==> config.mk <==
export PLATFORM = sky130hd
export DESIGN_NAME = hsv_to_rgb_converter_flat
export DESIGN_NICKNAME = d
export VERILOG_FILES = /design/src/hw/rtl/hsvc_pkg.sv /design/src/hw/rtl/hsvc_if.sv /design/src/hw/rtl/hsvc_front.sv /design/src/hw/rtl/hsvc_queue.sv /design/src/hw/rtl/hsvc_back.sv /design/src/hw/rtl/hsv_to_rgb_converter.sv /design/src/flat_wrapper.sv
export VERILOG_INCLUDE_DIRS = /design/src /design/src/hw/rtl
export SDC_FILE = /design/constraint.sdc
export NUM_CORES = 2
export LEC_CHECK = 0
export ABC_AREA = 1
export BUFFER_PORTS_ARGS = -buffer_cell sky130_fd_sc_hd__clkbuf_2
export CORE_ASPECT_RATIO = 1.5
export CORE_UTILIZATION = 30
export DETAILED_ROUTE_END_ITERATION = 8
export PLACE_DENSITY = 0.46
export SYNTH_ARGS = -nofsm -noshare
export SYNTH_HDL_FRONTEND = slang
export SYNTH_SLANG_ARGS = --single-unit
==> constraint.sdc <==
create_clock -name clk_i -period 5.6 [get_ports clk_i]
set_input_delay 0.28 -clock clk_i [delete_from_list [all_inputs] [get_ports clk_i]]
set_output_delay 0.28 -clock clk_i [all_outputs]
set_load 0.05 [all_outputs]
==> src/hw/rtl/assert_macros.svh <==
// ----------------------------------------------------------------------------
// assert_macros.svh
// Concurrent assertion helpers, clocked on clk_i and disabled in reset.
// ----------------------------------------------------------------------------
`ifndef ASSERT_MACROS_SVH
`define ASSERT_MACROS_SVH

// property must hold at every clock edge out of reset
`define HSVC_ASSERT(label, prop) \
  label: assert property (@(posedge clk_i) disable iff (!rst_ni) (prop)) \
    else $error("hsvc: assertion failed");

// boolean condition must never be seen at a clock edge out of reset
`define HSVC_ASSERT_NEVER(label, cond) \
  label: assert property (@(posedge clk_i) disable iff (!rst_ni) !(cond)) \
    else $error("hsvc: forbidden condition seen");

`endif

==> src/hw/rtl/hsvc_pkg.sv <==
// ----------------------------------------------------------------------------
// hsvc_pkg
// Shared types, constants and arithmetic helpers of the HSV to RGB converter.
// ----------------------------------------------------------------------------
`timescale 1ns / 1ps

package hsvc_pkg;

  localparam int unsigned ChanW    = 8;
  localparam logic [15:0] FullSq   = 16'd65025;
  localparam logic [7:0]  FullScl  = 8'd255;

  typedef enum logic [2:0] {
    SEXT_0 = 3'd0,
    SEXT_1 = 3'd1,
    SEXT_2 = 3'd2,
    SEXT_3 = 3'd3,
    SEXT_4 = 3'd4,
    SEXT_5 = 3'd5
  } sextant_e;

  // classified item travelling from the front to the back
  typedef struct packed {
    sextant_e           sext;
    logic [ChanW-1:0]   frac;
    logic [ChanW-1:0]   sat;
    logic [ChanW-1:0]   val;
  } hsv_tok_t;

  typedef struct packed {
    logic [ChanW-1:0] red;
    logic [ChanW-1:0] green;
    logic [ChanW-1:0] blue;
  } rgb_t;

  // queue status seen by the top level checks
  typedef struct packed {
    logic push;
    logic pop;
    logic empty;
    logic full;
  } queue_stat_t;

  // floor(z / 255) for z up to 255 * 65025: estimate by z * 257 / 2^16,
  // which is low by at most one, then fix up with one remainder compare
  function automatic logic [15:0] div255(input logic [23:0] z);
    logic [31:0] sum;
    logic [15:0] est;
    logic [23:0] back;
    logic [23:0] rem;
    sum  = {8'd0, z} + {z, 8'd0};
    est  = sum[31:16];
    back = {est, 8'd0} - {8'd0, est};
    rem  = z - back;
    if (rem >= 24'd255) begin
      est = est + 16'd1;
    end
    return est;
  endfunction

endpackage

==> src/hw/rtl/hsvc_if.sv <==
// ----------------------------------------------------------------------------
// hsvc_if
// Valid/ready channels for HSV pixels in and RGB pixels out.
// ----------------------------------------------------------------------------
`timescale 1ns / 1ps

interface hsvc_hsv_if;
  logic       valid;
  logic       ready;
  logic [7:0] hue;
  logic [7:0] saturation;
  logic [7:0] value;

  modport source (output valid, output hue, output saturation, output value,
                  input ready);
  modport sink   (input valid, input hue, input saturation, input value,
                  output ready);
endinterface

interface hsvc_rgb_if;
  logic       valid;
  logic       ready;
  logic [7:0] red;
  logic [7:0] green;
  logic [7:0] blue;

  modport source (output valid, output red, output green, output blue,
                  input ready);
  modport sink   (input valid, input red, input green, input blue,
                  output ready);
endinterface

==> src/hw/rtl/hsvc_front.sv <==
// ----------------------------------------------------------------------------
// hsvc_front
// Accepts pixels, finds the hue sextant and the fraction within it.
// ----------------------------------------------------------------------------
`timescale 1ns / 1ps

module hsvc_front (
  input  logic              clk_i,
  input  logic              rst_ni,
  input  logic              in_valid_i,
  output logic              in_ready_o,
  input  logic [7:0]        hue_i,
  input  logic [7:0]        saturation_i,
  input  logic [7:0]        value_i,
  output logic              out_valid_o,
  input  logic              out_ready_i,
  output hsvc_pkg::hsv_tok_t out_tok_o
);
  import hsvc_pkg::*;

  logic       valid_q, valid_d;
  hsv_tok_t   tok_q, tok_d;
  logic [10:0] h6;
  logic [10:0] base;
  logic       load;

  assign in_ready_o = !valid_q || out_ready_i;
  assign load       = in_valid_i && in_ready_o;
  assign h6         = {1'b0, hue_i, 2'b00} + {2'b00, hue_i, 1'b0};

  // hue 255 lands on 6 * 255 with fraction zero and shares the last order
  always_comb begin
    tok_d.sat = saturation_i;
    tok_d.val = value_i;
    priority if (h6 >= 11'd1275) begin
      tok_d.sext = SEXT_5;
      base       = (h6 >= 11'd1530) ? 11'd1530 : 11'd1275;
    end else if (h6 >= 11'd1020) begin
      tok_d.sext = SEXT_4;
      base       = 11'd1020;
    end else if (h6 >= 11'd765) begin
      tok_d.sext = SEXT_3;
      base       = 11'd765;
    end else if (h6 >= 11'd510) begin
      tok_d.sext = SEXT_2;
      base       = 11'd510;
    end else if (h6 >= 11'd255) begin
      tok_d.sext = SEXT_1;
      base       = 11'd255;
    end else begin
      tok_d.sext = SEXT_0;
      base       = 11'd0;
    end
    tok_d.frac = 8'(h6 - base);
  end

  always_comb begin
    valid_d = valid_q;
    if (in_ready_o) begin
      valid_d = in_valid_i;
    end
  end

  always_ff @(posedge clk_i or negedge rst_ni) begin
    if (!rst_ni) begin
      valid_q <= 1'b0;
    end else begin
      valid_q <= valid_d;
    end
  end

  always_ff @(posedge clk_i) begin
    if (load) begin
      tok_q <= tok_d;
    end
  end

  assign out_valid_o = valid_q;
  assign out_tok_o   = tok_q;

endmodule

==> src/hw/rtl/hsvc_queue.sv <==
// ----------------------------------------------------------------------------
// hsvc_queue
// Short register FIFO between the classifying front and the arithmetic back.
// ----------------------------------------------------------------------------
`timescale 1ns / 1ps

module hsvc_queue #(
  parameter int unsigned Depth = 2
) (
  input  logic                  clk_i,
  input  logic                  rst_ni,
  input  logic                  push_valid_i,
  output logic                  push_ready_o,
  input  hsvc_pkg::hsv_tok_t    push_tok_i,
  output logic                  pop_valid_o,
  input  logic                  pop_ready_i,
  output hsvc_pkg::hsv_tok_t    pop_tok_o,
  output hsvc_pkg::queue_stat_t stat_o
);
  import hsvc_pkg::*;

  localparam int unsigned PtrW = (Depth > 1) ? $clog2(Depth) : 1;
  localparam int unsigned CntW = $clog2(Depth + 1);
  localparam logic [PtrW-1:0] LastPtr = PtrW'(Depth - 1);
  localparam logic [CntW-1:0] FullCnt = CntW'(Depth);

  hsv_tok_t        mem_q [Depth];
  logic [PtrW-1:0] wr_ptr_q, wr_ptr_d;
  logic [PtrW-1:0] rd_ptr_q, rd_ptr_d;
  logic [CntW-1:0] cnt_q, cnt_d;
  logic            push, pop, empty, full;

  assign empty        = (cnt_q == '0);
  assign full         = (cnt_q == FullCnt);
  assign push_ready_o = !full;
  assign pop_valid_o  = !empty;
  assign push         = push_valid_i && !full;
  assign pop          = pop_ready_i && !empty;
  assign pop_tok_o    = mem_q[rd_ptr_q];

  always_comb begin
    wr_ptr_d = wr_ptr_q;
    rd_ptr_d = rd_ptr_q;
    cnt_d    = cnt_q;
    if (push) begin
      wr_ptr_d = (wr_ptr_q == LastPtr) ? '0 : wr_ptr_q + PtrW'(1);
    end
    if (pop) begin
      rd_ptr_d = (rd_ptr_q == LastPtr) ? '0 : rd_ptr_q + PtrW'(1);
    end
    if (push && !pop) begin
      cnt_d = cnt_q + CntW'(1);
    end else if (pop && !push) begin
      cnt_d = cnt_q - CntW'(1);
    end
  end

  always_ff @(posedge clk_i or negedge rst_ni) begin
    if (!rst_ni) begin
      wr_ptr_q <= '0;
      rd_ptr_q <= '0;
      cnt_q    <= '0;
    end else begin
      wr_ptr_q <= wr_ptr_d;
      rd_ptr_q <= rd_ptr_d;
      cnt_q    <= cnt_d;
    end
  end

  always_ff @(posedge clk_i) begin
    if (push) begin
      mem_q[wr_ptr_q] <= push_tok_i;
    end
  end

  assign stat_o.push  = push;
  assign stat_o.pop   = pop;
  assign stat_o.empty = empty;
  assign stat_o.full  = full;

endmodule

==> src/hw/rtl/hsvc_back.sv <==
// ----------------------------------------------------------------------------
// hsvc_back
// Four-stage elastic pipeline computing p, q, t and the channel order.
// ----------------------------------------------------------------------------
`timescale 1ns / 1ps

module hsvc_back (
  input  logic               clk_i,
  input  logic               rst_ni,
  input  logic               in_valid_i,
  output logic               in_ready_o,
  input  hsvc_pkg::hsv_tok_t in_tok_i,
  output logic               out_valid_o,
  input  logic               out_ready_i,
  output hsvc_pkg::rgb_t     out_rgb_o
);
  import hsvc_pkg::*;

  // stage valids and advance enables, index 0 is the first stage
  logic [3:0] vld_q, vld_d;
  logic [3:0] adv;

  // stage A: saturation products
  sextant_e    a_sext_q;
  logic [7:0]  a_sat_q, a_val_q;
  logic [15:0] a_sf_q, a_sfc_q;
  // stage B: value products
  sextant_e    b_sext_q;
  logic [7:0]  b_val_q;
  logic [15:0] b_zp_q;
  logic [23:0] b_zq_q, b_zt_q;
  // stage C: first division by 255
  sextant_e    c_sext_q;
  logic [7:0]  c_val_q;
  logic [7:0]  c_p_q;
  logic [15:0] c_q1_q, c_t1_q;
  // stage D: output register
  rgb_t        d_rgb_q, d_rgb_d;

  logic [7:0]  fc;
  logic [15:0] zp_d;
  logic [15:0] p_full, q_full, t_full;
  logic [7:0]  p_v, q_v, t_v;

  assign adv[3] = !vld_q[3] || out_ready_i;
  assign adv[2] = !vld_q[2] || adv[3];
  assign adv[1] = !vld_q[1] || adv[2];
  assign adv[0] = !vld_q[0] || adv[1];
  assign in_ready_o = adv[0];

  always_comb begin
    vld_d = vld_q;
    if (adv[0]) vld_d[0] = in_valid_i;
    if (adv[1]) vld_d[1] = vld_q[0];
    if (adv[2]) vld_d[2] = vld_q[1];
    if (adv[3]) vld_d[3] = vld_q[2];
  end

  always_ff @(posedge clk_i or negedge rst_ni) begin
    if (!rst_ni) begin
      vld_q <= '0;
    end else begin
      vld_q <= vld_d;
    end
  end

  assign fc   = FullScl - in_tok_i.frac;
  assign zp_d = 16'(a_val_q) * 16'(FullScl - a_sat_q);

  always_ff @(posedge clk_i) begin
    if (adv[0] && in_valid_i) begin
      a_sext_q <= in_tok_i.sext;
      a_sat_q  <= in_tok_i.sat;
      a_val_q  <= in_tok_i.val;
      a_sf_q   <= 16'(in_tok_i.sat) * 16'(in_tok_i.frac);
      a_sfc_q  <= 16'(in_tok_i.sat) * 16'(fc);
    end
    if (adv[1] && vld_q[0]) begin
      b_sext_q <= a_sext_q;
      b_val_q  <= a_val_q;
      b_zp_q   <= zp_d;
      b_zq_q   <= 24'(a_val_q) * 24'(FullSq - a_sf_q);
      b_zt_q   <= 24'(a_val_q) * 24'(FullSq - a_sfc_q);
    end
    if (adv[2] && vld_q[1]) begin
      c_sext_q <= b_sext_q;
      c_val_q  <= b_val_q;
      c_p_q    <= p_full[7:0];
      c_q1_q   <= div255(b_zq_q);
      c_t1_q   <= div255(b_zt_q);
    end
    if (adv[3] && vld_q[2]) begin
      d_rgb_q <= d_rgb_d;
    end
  end

  // floor(floor(z/255)/255) equals floor(z/65025)
  assign p_full = div255({8'd0, b_zp_q});
  assign q_full = div255({8'd0, c_q1_q});
  assign t_full = div255({8'd0, c_t1_q});
  assign p_v    = c_p_q;
  assign q_v    = q_full[7:0];
  assign t_v    = t_full[7:0];

  // zero saturation makes p, q and t all equal value, so grey needs no path
  always_comb begin
    unique case (c_sext_q)
      SEXT_0:  d_rgb_d = '{red: c_val_q, green: t_v,     blue: p_v};
      SEXT_1:  d_rgb_d = '{red: q_v,     green: c_val_q, blue: p_v};
      SEXT_2:  d_rgb_d = '{red: p_v,     green: c_val_q, blue: t_v};
      SEXT_3:  d_rgb_d = '{red: p_v,     green: q_v,     blue: c_val_q};
      SEXT_4:  d_rgb_d = '{red: t_v,     green: p_v,     blue: c_val_q};
      default: d_rgb_d = '{red: c_val_q, green: p_v,     blue: q_v};
    endcase
  end

  assign out_valid_o = vld_q[3];
  assign out_rgb_o   = d_rgb_q;

endmodule

==> src/hw/rtl/hsv_to_rgb_converter.sv <==
// One pixel per clock: an 8-bit hue, saturation, value triple goes in and an
// 8-bit red, green, blue triple comes out, in order, one result per pixel.
// A new pixel is taken every cycle while the output side keeps up; results pass
// through the front register, the queue and four arithmetic stages, which hold the
// chain of multiplications and the two divide-by-255 steps in the back.
// Pixels keep flowing into the front and queue while the output stalls until
// the pipeline fills; hue 255 closes the turn and is treated as sextant five.
// ----------------------------------------------------------------------------
// hsv_to_rgb_converter
// Streaming HSV to RGB pixel converter, exact integer arithmetic.
// ----------------------------------------------------------------------------
`timescale 1ns / 1ps

`include "assert_macros.svh"

module hsv_to_rgb_converter #(
  parameter int unsigned QueueDepth = 2
) (
  input  logic              clk_i,
  input  logic              rst_ni,
  hsvc_hsv_if.sink          hsv_i,
  hsvc_rgb_if.source        rgb_o
);
  import hsvc_pkg::*;

  logic        fr_valid, fr_ready;
  hsv_tok_t    fr_tok;
  logic        bk_valid, bk_ready;
  hsv_tok_t    bk_tok;
  rgb_t        rgb;
  queue_stat_t q_stat;

  hsvc_front u_front (
    .clk_i        (clk_i),
    .rst_ni       (rst_ni),
    .in_valid_i   (hsv_i.valid),
    .in_ready_o   (hsv_i.ready),
    .hue_i        (hsv_i.hue),
    .saturation_i (hsv_i.saturation),
    .value_i      (hsv_i.value),
    .out_valid_o  (fr_valid),
    .out_ready_i  (fr_ready),
    .out_tok_o    (fr_tok)
  );

  hsvc_queue #(
    .Depth (QueueDepth)
  ) u_queue (
    .clk_i        (clk_i),
    .rst_ni       (rst_ni),
    .push_valid_i (fr_valid),
    .push_ready_o (fr_ready),
    .push_tok_i   (fr_tok),
    .pop_valid_o  (bk_valid),
    .pop_ready_i  (bk_ready),
    .pop_tok_o    (bk_tok),
    .stat_o       (q_stat)
  );

  hsvc_back u_back (
    .clk_i       (clk_i),
    .rst_ni      (rst_ni),
    .in_valid_i  (bk_valid),
    .in_ready_o  (bk_ready),
    .in_tok_i    (bk_tok),
    .out_valid_o (rgb_o.valid),
    .out_ready_i (rgb_o.ready),
    .out_rgb_o   (rgb)
  );

  assign rgb_o.red   = rgb.red;
  assign rgb_o.green = rgb.green;
  assign rgb_o.blue  = rgb.blue;

  `HSVC_ASSERT_NEVER(a_queue_full_and_empty, q_stat.full && q_stat.empty)
  `HSVC_ASSERT(a_pop_needs_item, q_stat.pop |-> !q_stat.empty)
  `HSVC_ASSERT(a_push_leaves_item, q_stat.push |=> !q_stat.empty)
  `HSVC_ASSERT_NEVER(a_push_when_full, q_stat.push && q_stat.full)

endmodule

==> src/flat_wrapper.sv <==
// flat-port wrapper written by rule: the top's interface ports become plain ports
module hsv_to_rgb_converter_flat import hsvc_pkg::*;
#(
  parameter int unsigned QueueDepth = 2
)
  (clk_i, rst_ni, hsv_i_valid, hsv_i_hue, hsv_i_saturation, hsv_i_value, hsv_i_ready, rgb_o_valid, rgb_o_red, rgb_o_green, rgb_o_blue, rgb_o_ready);
  hsvc_hsv_if hsv_i_i ();
  hsvc_rgb_if rgb_o_i ();
  input  logic clk_i;
  input  logic rst_ni;
  input wire logic [$bits(hsv_i_i.valid)-1:0] hsv_i_valid;
  input wire logic [$bits(hsv_i_i.hue)-1:0] hsv_i_hue;
  input wire logic [$bits(hsv_i_i.saturation)-1:0] hsv_i_saturation;
  input wire logic [$bits(hsv_i_i.value)-1:0] hsv_i_value;
  output wire logic [$bits(hsv_i_i.ready)-1:0] hsv_i_ready;
  output wire logic [$bits(rgb_o_i.valid)-1:0] rgb_o_valid;
  output wire logic [$bits(rgb_o_i.red)-1:0] rgb_o_red;
  output wire logic [$bits(rgb_o_i.green)-1:0] rgb_o_green;
  output wire logic [$bits(rgb_o_i.blue)-1:0] rgb_o_blue;
  input wire logic [$bits(rgb_o_i.ready)-1:0] rgb_o_ready;
  assign hsv_i_i.valid = hsv_i_valid;
  assign hsv_i_i.hue = hsv_i_hue;
  assign hsv_i_i.saturation = hsv_i_saturation;
  assign hsv_i_i.value = hsv_i_value;
  assign hsv_i_ready = hsv_i_i.ready;
  assign rgb_o_valid = rgb_o_i.valid;
  assign rgb_o_red = rgb_o_i.red;
  assign rgb_o_green = rgb_o_i.green;
  assign rgb_o_blue = rgb_o_i.blue;
  assign rgb_o_i.ready = rgb_o_ready;
  hsv_to_rgb_converter #(.QueueDepth(QueueDepth)) u_core (.clk_i(clk_i), .rst_ni(rst_ni), .hsv_i(hsv_i_i), .rgb_o(rgb_o_i));
endmodule
==> results by group <==
Setup path
  • Critical path's slowest cell: fa_1
  • Reg-to-Reg End: u_core.u_back.b_zt_q[20]$_DFFE_PP_
  • Reg-to-reg critical path startpoint: u_core.u_back.a_sfc_q[1]$_DFFE_PP_
  • Worst-path fanout max: 4
  • R2R depth: 29
  • CP arrival: 5.92 ns
  • Reg-to-reg setup timing slack: 0.02 ns
  • Setup Crit Path Kind: reg -> reg
  • CP Buf/Inv Count: 6
  • Setup crit end kind: register
  • Required time at the worst-slack endpoint: 5.93 ns
  • Crit path launch type: register
  • CP top delay family: adder cells
  • Slowest Stage Delay on Critical Path: 0.59 ns

Placed design
  • Routability cong.: 0.926
  • Port bufs: 53
  • DP Wirelength: 91,500 um

Detailed routing
  • WL/cell: 15.3 um
  • Pre-antenna DRT Iters: 5
  • DR vias: 32,500
  • Iter 0 DRT Violations: 1,104
  • # DRC: 0
  • Drt total wl: 108,000 um
  • ANT nets after route: 0
  • Via density: 4.58

Logic synthesis
  • Synth Register Bits: 291
  • Synth Flop Type: edfxtp_1
  • Count of cell types in the netlist: 59
  • Synth Cell Area: 38,400 um2
  • Gate Count Post-Synth: 4,852
  • Syn Area/Cell: 7.91 um2
  • Mapped Nets: 5,626
  • Yosys synthesis warning count: 0
  • Seq/Total Area, Yosys: 22.6%
  • Post-synth ARST share: 3.09%
  • Post-synth EDFFs: 282

Timing
  • Final min period: 5.58 ns
  • Total negative slack: 0 ns
  • Peak Freq: 179 MHz
  • Final Max Slew Viols: 0
  • Worst slew pin tran: 1.03 ns
  • Final worst-path cycle share: 99.7%
  • RSZ-0062 raised after global routing: true
  • Layout Skew: 0.0226 ns
  • Relative slew slack: 31.3%
  • Final Hold Fails: 0
  • Setup Viol. Count Final: 0

Floorplan
  • Die Wd: 294 um
  • Row count: 160
  • Initial Utilization: 30.2%
  • Die H: 440 um
  • Die ar.: 129,000 um2
  • Core area: 127,000 um2
  • I/O pin count: 54

Clock tree
  • Clock transition at path regs: 0.07 ns
  • CTS tree: yes
  • Clk Latency, worst-skew pair: 0.58 ns
  • TritonCTS Buffers: 35
  • Root Driver: clkbuf_16
  • TritonCTS Sinks: 291
  • H-tree depth: 2
  • Max clock buf depth: 3

Flow run
  • Maxcap violations: 0

Worst hold path
  • Worst min path class: in -> async

Global route
  • Pin count of the biggest net entering global routing: 54
  • Vias in the first global route: 34,000
  • Antenna violations before repair: 0
  • Gr ovfl total: 0
  • Overall Global Routing Usage: 16.8%
  • First-pass GRT wire length: 173,000 um

Layout
  • Fillers: 13,400
  • P&R area growth vs syn: 22.4%
  • Share of layout cells above drive strength 1: 19.1%
  • Ant. Diodes: 0
  • Layout Nets: 6,129

Outcome
  • Outcome: finished, final reports clean
[cell type report]
class / instances / area, um2 / share of cell area [%]
Multi-Input combinational cell: 3511 / 27200 / 57.9
Tap cell: 1701 / 2130 / 4.53
Timing Repair Buffer: 531 / 4100 / 8.72
Sequential cell: 291 / 8690 / 18.5
Inverter: 985 / 3710 / 7.89
Clock buffer: 42 / 912 / 1.94
Clock inverter: 21 / 233 / 0.495
[cell usage in the layout, fill, tap and decap left out, types with 8 or more instances in the layout]
| cell | Yosys | final |
|---|---|---|
| nand2_1 | 997 | 942 |
| inv_1 | 962 | 913 |
| nor2_1 | 492 | 455 |
| buf_4 | 0 | 439 |
| ha_1 | 410 | 361 |
| fa_1 | 336 | 332 |
| edfxtp_1 | 282 | 282 |
| nand3_1 | 259 | 245 |
| xor2_1 | 178 | 177 |
| a21oi_1 | 212 | 165 |
| nand4_1 | 102 | 102 |
| nand2_2 | 37 | 84 |
| o21ai_0 | 111 | 80 |
| xnor2_1 | 81 | 80 |
| inv_2 | 11 | 60 |
| clkbuf_2 | 0 | 53 |
| nor2_2 | 20 | 46 |
| ha_4 | 0 | 43 |
| a21oi_2 | 0 | 41 |
| clkbuf_16 | 0 | 36 |
| o21ai_1 | 23 | 32 |
| or2_2 | 32 | 29 |
| nor3_1 | 40 | 27 |
| nand3_2 | 16 | 27 |
| nand2_4 | 15 | 23 |
| o21ai_2 | 2 | 21 |
| a21o_1 | 21 | 21 |
| dlygate4sd3_1 | 0 | 19 |
| nor2_4 | 7 | 18 |
| nand3b_1 | 15 | 15 |
| buf_12 | 0 | 12 |
| clkinv_1 | 11 | 10 |
| a31oi_1 | 12 | 10 |
| a22oi_1 | 10 | 10 |
| nor3_2 | 0 | 9 |
| dfrtp_1 | 9 | 9 |
| clkinv_2 | 1 | 8 |
| a221oi_1 | 8 | 8 |
[cells in the mapped netlist, types with 5 or more instances]
| cell | instances | area share, % |
|---|---|---|
| nand2_1 | 997 | 9.8 |
| nor2_2 | 20 | 0.33 |
| nand2_4 | 15 | 0.44 |
| fa_1 | 336 | 18 |
| o21ai_0 | 111 | 1.4 |
| dfrtp_1 | 9 | 0.59 |
| o21ai_1 | 23 | 0.30 |
| or2_2 | 32 | 0.52 |
| and2_1 | 6 | 0.098 |
| a22oi_1 | 10 | 0.20 |
| a31oi_1 | 12 | 0.20 |
| clkinv_1 | 11 | 0.11 |
| a21oi_1 | 212 | 2.8 |
| clkbuf_1 | 53 | 0.52 |
| nand4_1 | 102 | 1.7 |
| a21boi_0 | 5 | 0.098 |
| inv_2 | 11 | 0.11 |
| xnor2_1 | 81 | 1.8 |
| o21bai_1 | 9 | 0.18 |
| o31ai_1 | 6 | 0.12 |
| nand2_2 | 37 | 0.60 |
| edfxtp_1 | 282 | 22 |
| nor2_4 | 7 | 0.21 |
| buf_2 | 6 | 0.078 |
| a221oi_1 | 8 | 0.18 |
| xor2_1 | 178 | 4.1 |
| nor3_1 | 40 | 0.52 |
| nand3_1 | 259 | 3.4 |
| nand3_2 | 16 | 0.42 |
| o21a_1 | 6 | 0.12 |
| nor2_1 | 492 | 4.8 |
| inv_1 | 962 | 9.4 |
| ha_1 | 410 | 13 |
| nand3b_1 | 15 | 0.29 |
| a211oi_1 | 5 | 0.098 |
| a21o_1 | 21 | 0.41 |
[per-layer routing]
metal | vias up | track usage (%) | share of wire (%)
met1 | 15500 | 16.5 | 36
met5 | - | 0 | 0
met4 | 0 | 6.62 | 3.9
li1 | 16400 | - | -
met2 | 422 | 35.2 | 58
met3 | 194 | 1.29 | 1.9
[state kept, by name, indices dropped and copies added, names as in the netlist, 4 cells and up]
| name | cells |
|---|---|
| u_core.u_back.a_sat_q | 8 |
| u_core.u_back.a_sf_q | 16 |
| u_core.u_back.a_sfc_q | 16 |
| u_core.u_back.a_val_q | 8 |
| u_core.u_back.b_val_q | 8 |
| u_core.u_back.b_zp_q | 16 |
| u_core.u_back.b_zq_q | 24 |
| u_core.u_back.b_zt_q | 24 |
| u_core.u_back.c_p_q | 8 |
| u_core.u_back.c_q1_q | 16 |
| u_core.u_back.c_t1_q | 16 |
| u_core.u_back.c_val_q | 8 |
| u_core.u_back.out_rgb_o | 24 |
| u_core.u_back.vld_q | 4 |
| u_core.u_front.out_tok_o | 27 |
| u_core.u_queue.mem_q | 54 |
[stage by stage]
step	hold WS (ns)	utilization, %	instance area, um2	worst slack [ns]	std cells
final	0.0828	37.0	47000	0.0157	7082
after global routing	0.0900	37.0	47000	-0.311	7082
after CTS	0.0489	35.7	45300	-0.0377	7036
after detailed placement	0.160	34.5	43800	-0.224	6950
after global placement	0.162	34.5	43800	-0.185	6950
after floorplan	-0.0156	-	38400	0.0153	4852
[kinds of logic (layout without fill, tap and decap cells)]
logic type	after synthesis	count (layout)	share of synthesized area [%]
simple gates	2059	2059	23.6
xor+xnor	261	261	6.02
compound gates	445	445	6.46
flops	291	291	22.6
buf+inv	1050	1579	10.4
fa+ha+maj	746	746	30.9
[how the worst max path moves through the flow]
stage,slack [ns],cells past startpoint,startpoint,to
floorplan,0.02,31,u_core.u_back.a_sfc_q[1]$_DFFE_PP_,u_core.u_back.b_zt_q[23]$_DFFE_PP_
global placement,-0.19,31,u_core.u_back.a_sfc_q[1]$_DFFE_PP_,u_core.u_back.b_zt_q[20]$_DFFE_PP_
global route,-0.31,31,u_core.u_back.a_sfc_q[1]$_DFFE_PP_,u_core.u_back.b_zt_q[20]$_DFFE_PP_
CTS,-0.04,30,u_core.u_back.a_sfc_q[1]$_DFFE_PP_,u_core.u_back.b_zt_q[20]$_DFFE_PP_
detailed placement,-0.22,30,u_core.u_back.a_sfc_q[1]$_DFFE_PP_,u_core.u_back.b_zt_q[23]$_DFFE_PP_
finish,0.02,29,u_core.u_back.a_sfc_q[1]$_DFFE_PP_,u_core.u_back.b_zt_q[20]$_DFFE_PP_
[what timing repair did]
action	CTS	global route
endpoints found under the setup margin	30	86
gates cloned	0	1
hold endpoints to repair	27	0
hold buffers	19	0
resized for setup	44	333
pin swaps	23	138
buffers inserted	4	46
Power is left out: the tool's default activity adds up to more than one toggle a clock period on the data nets, which glitch-free logic cannot reach.
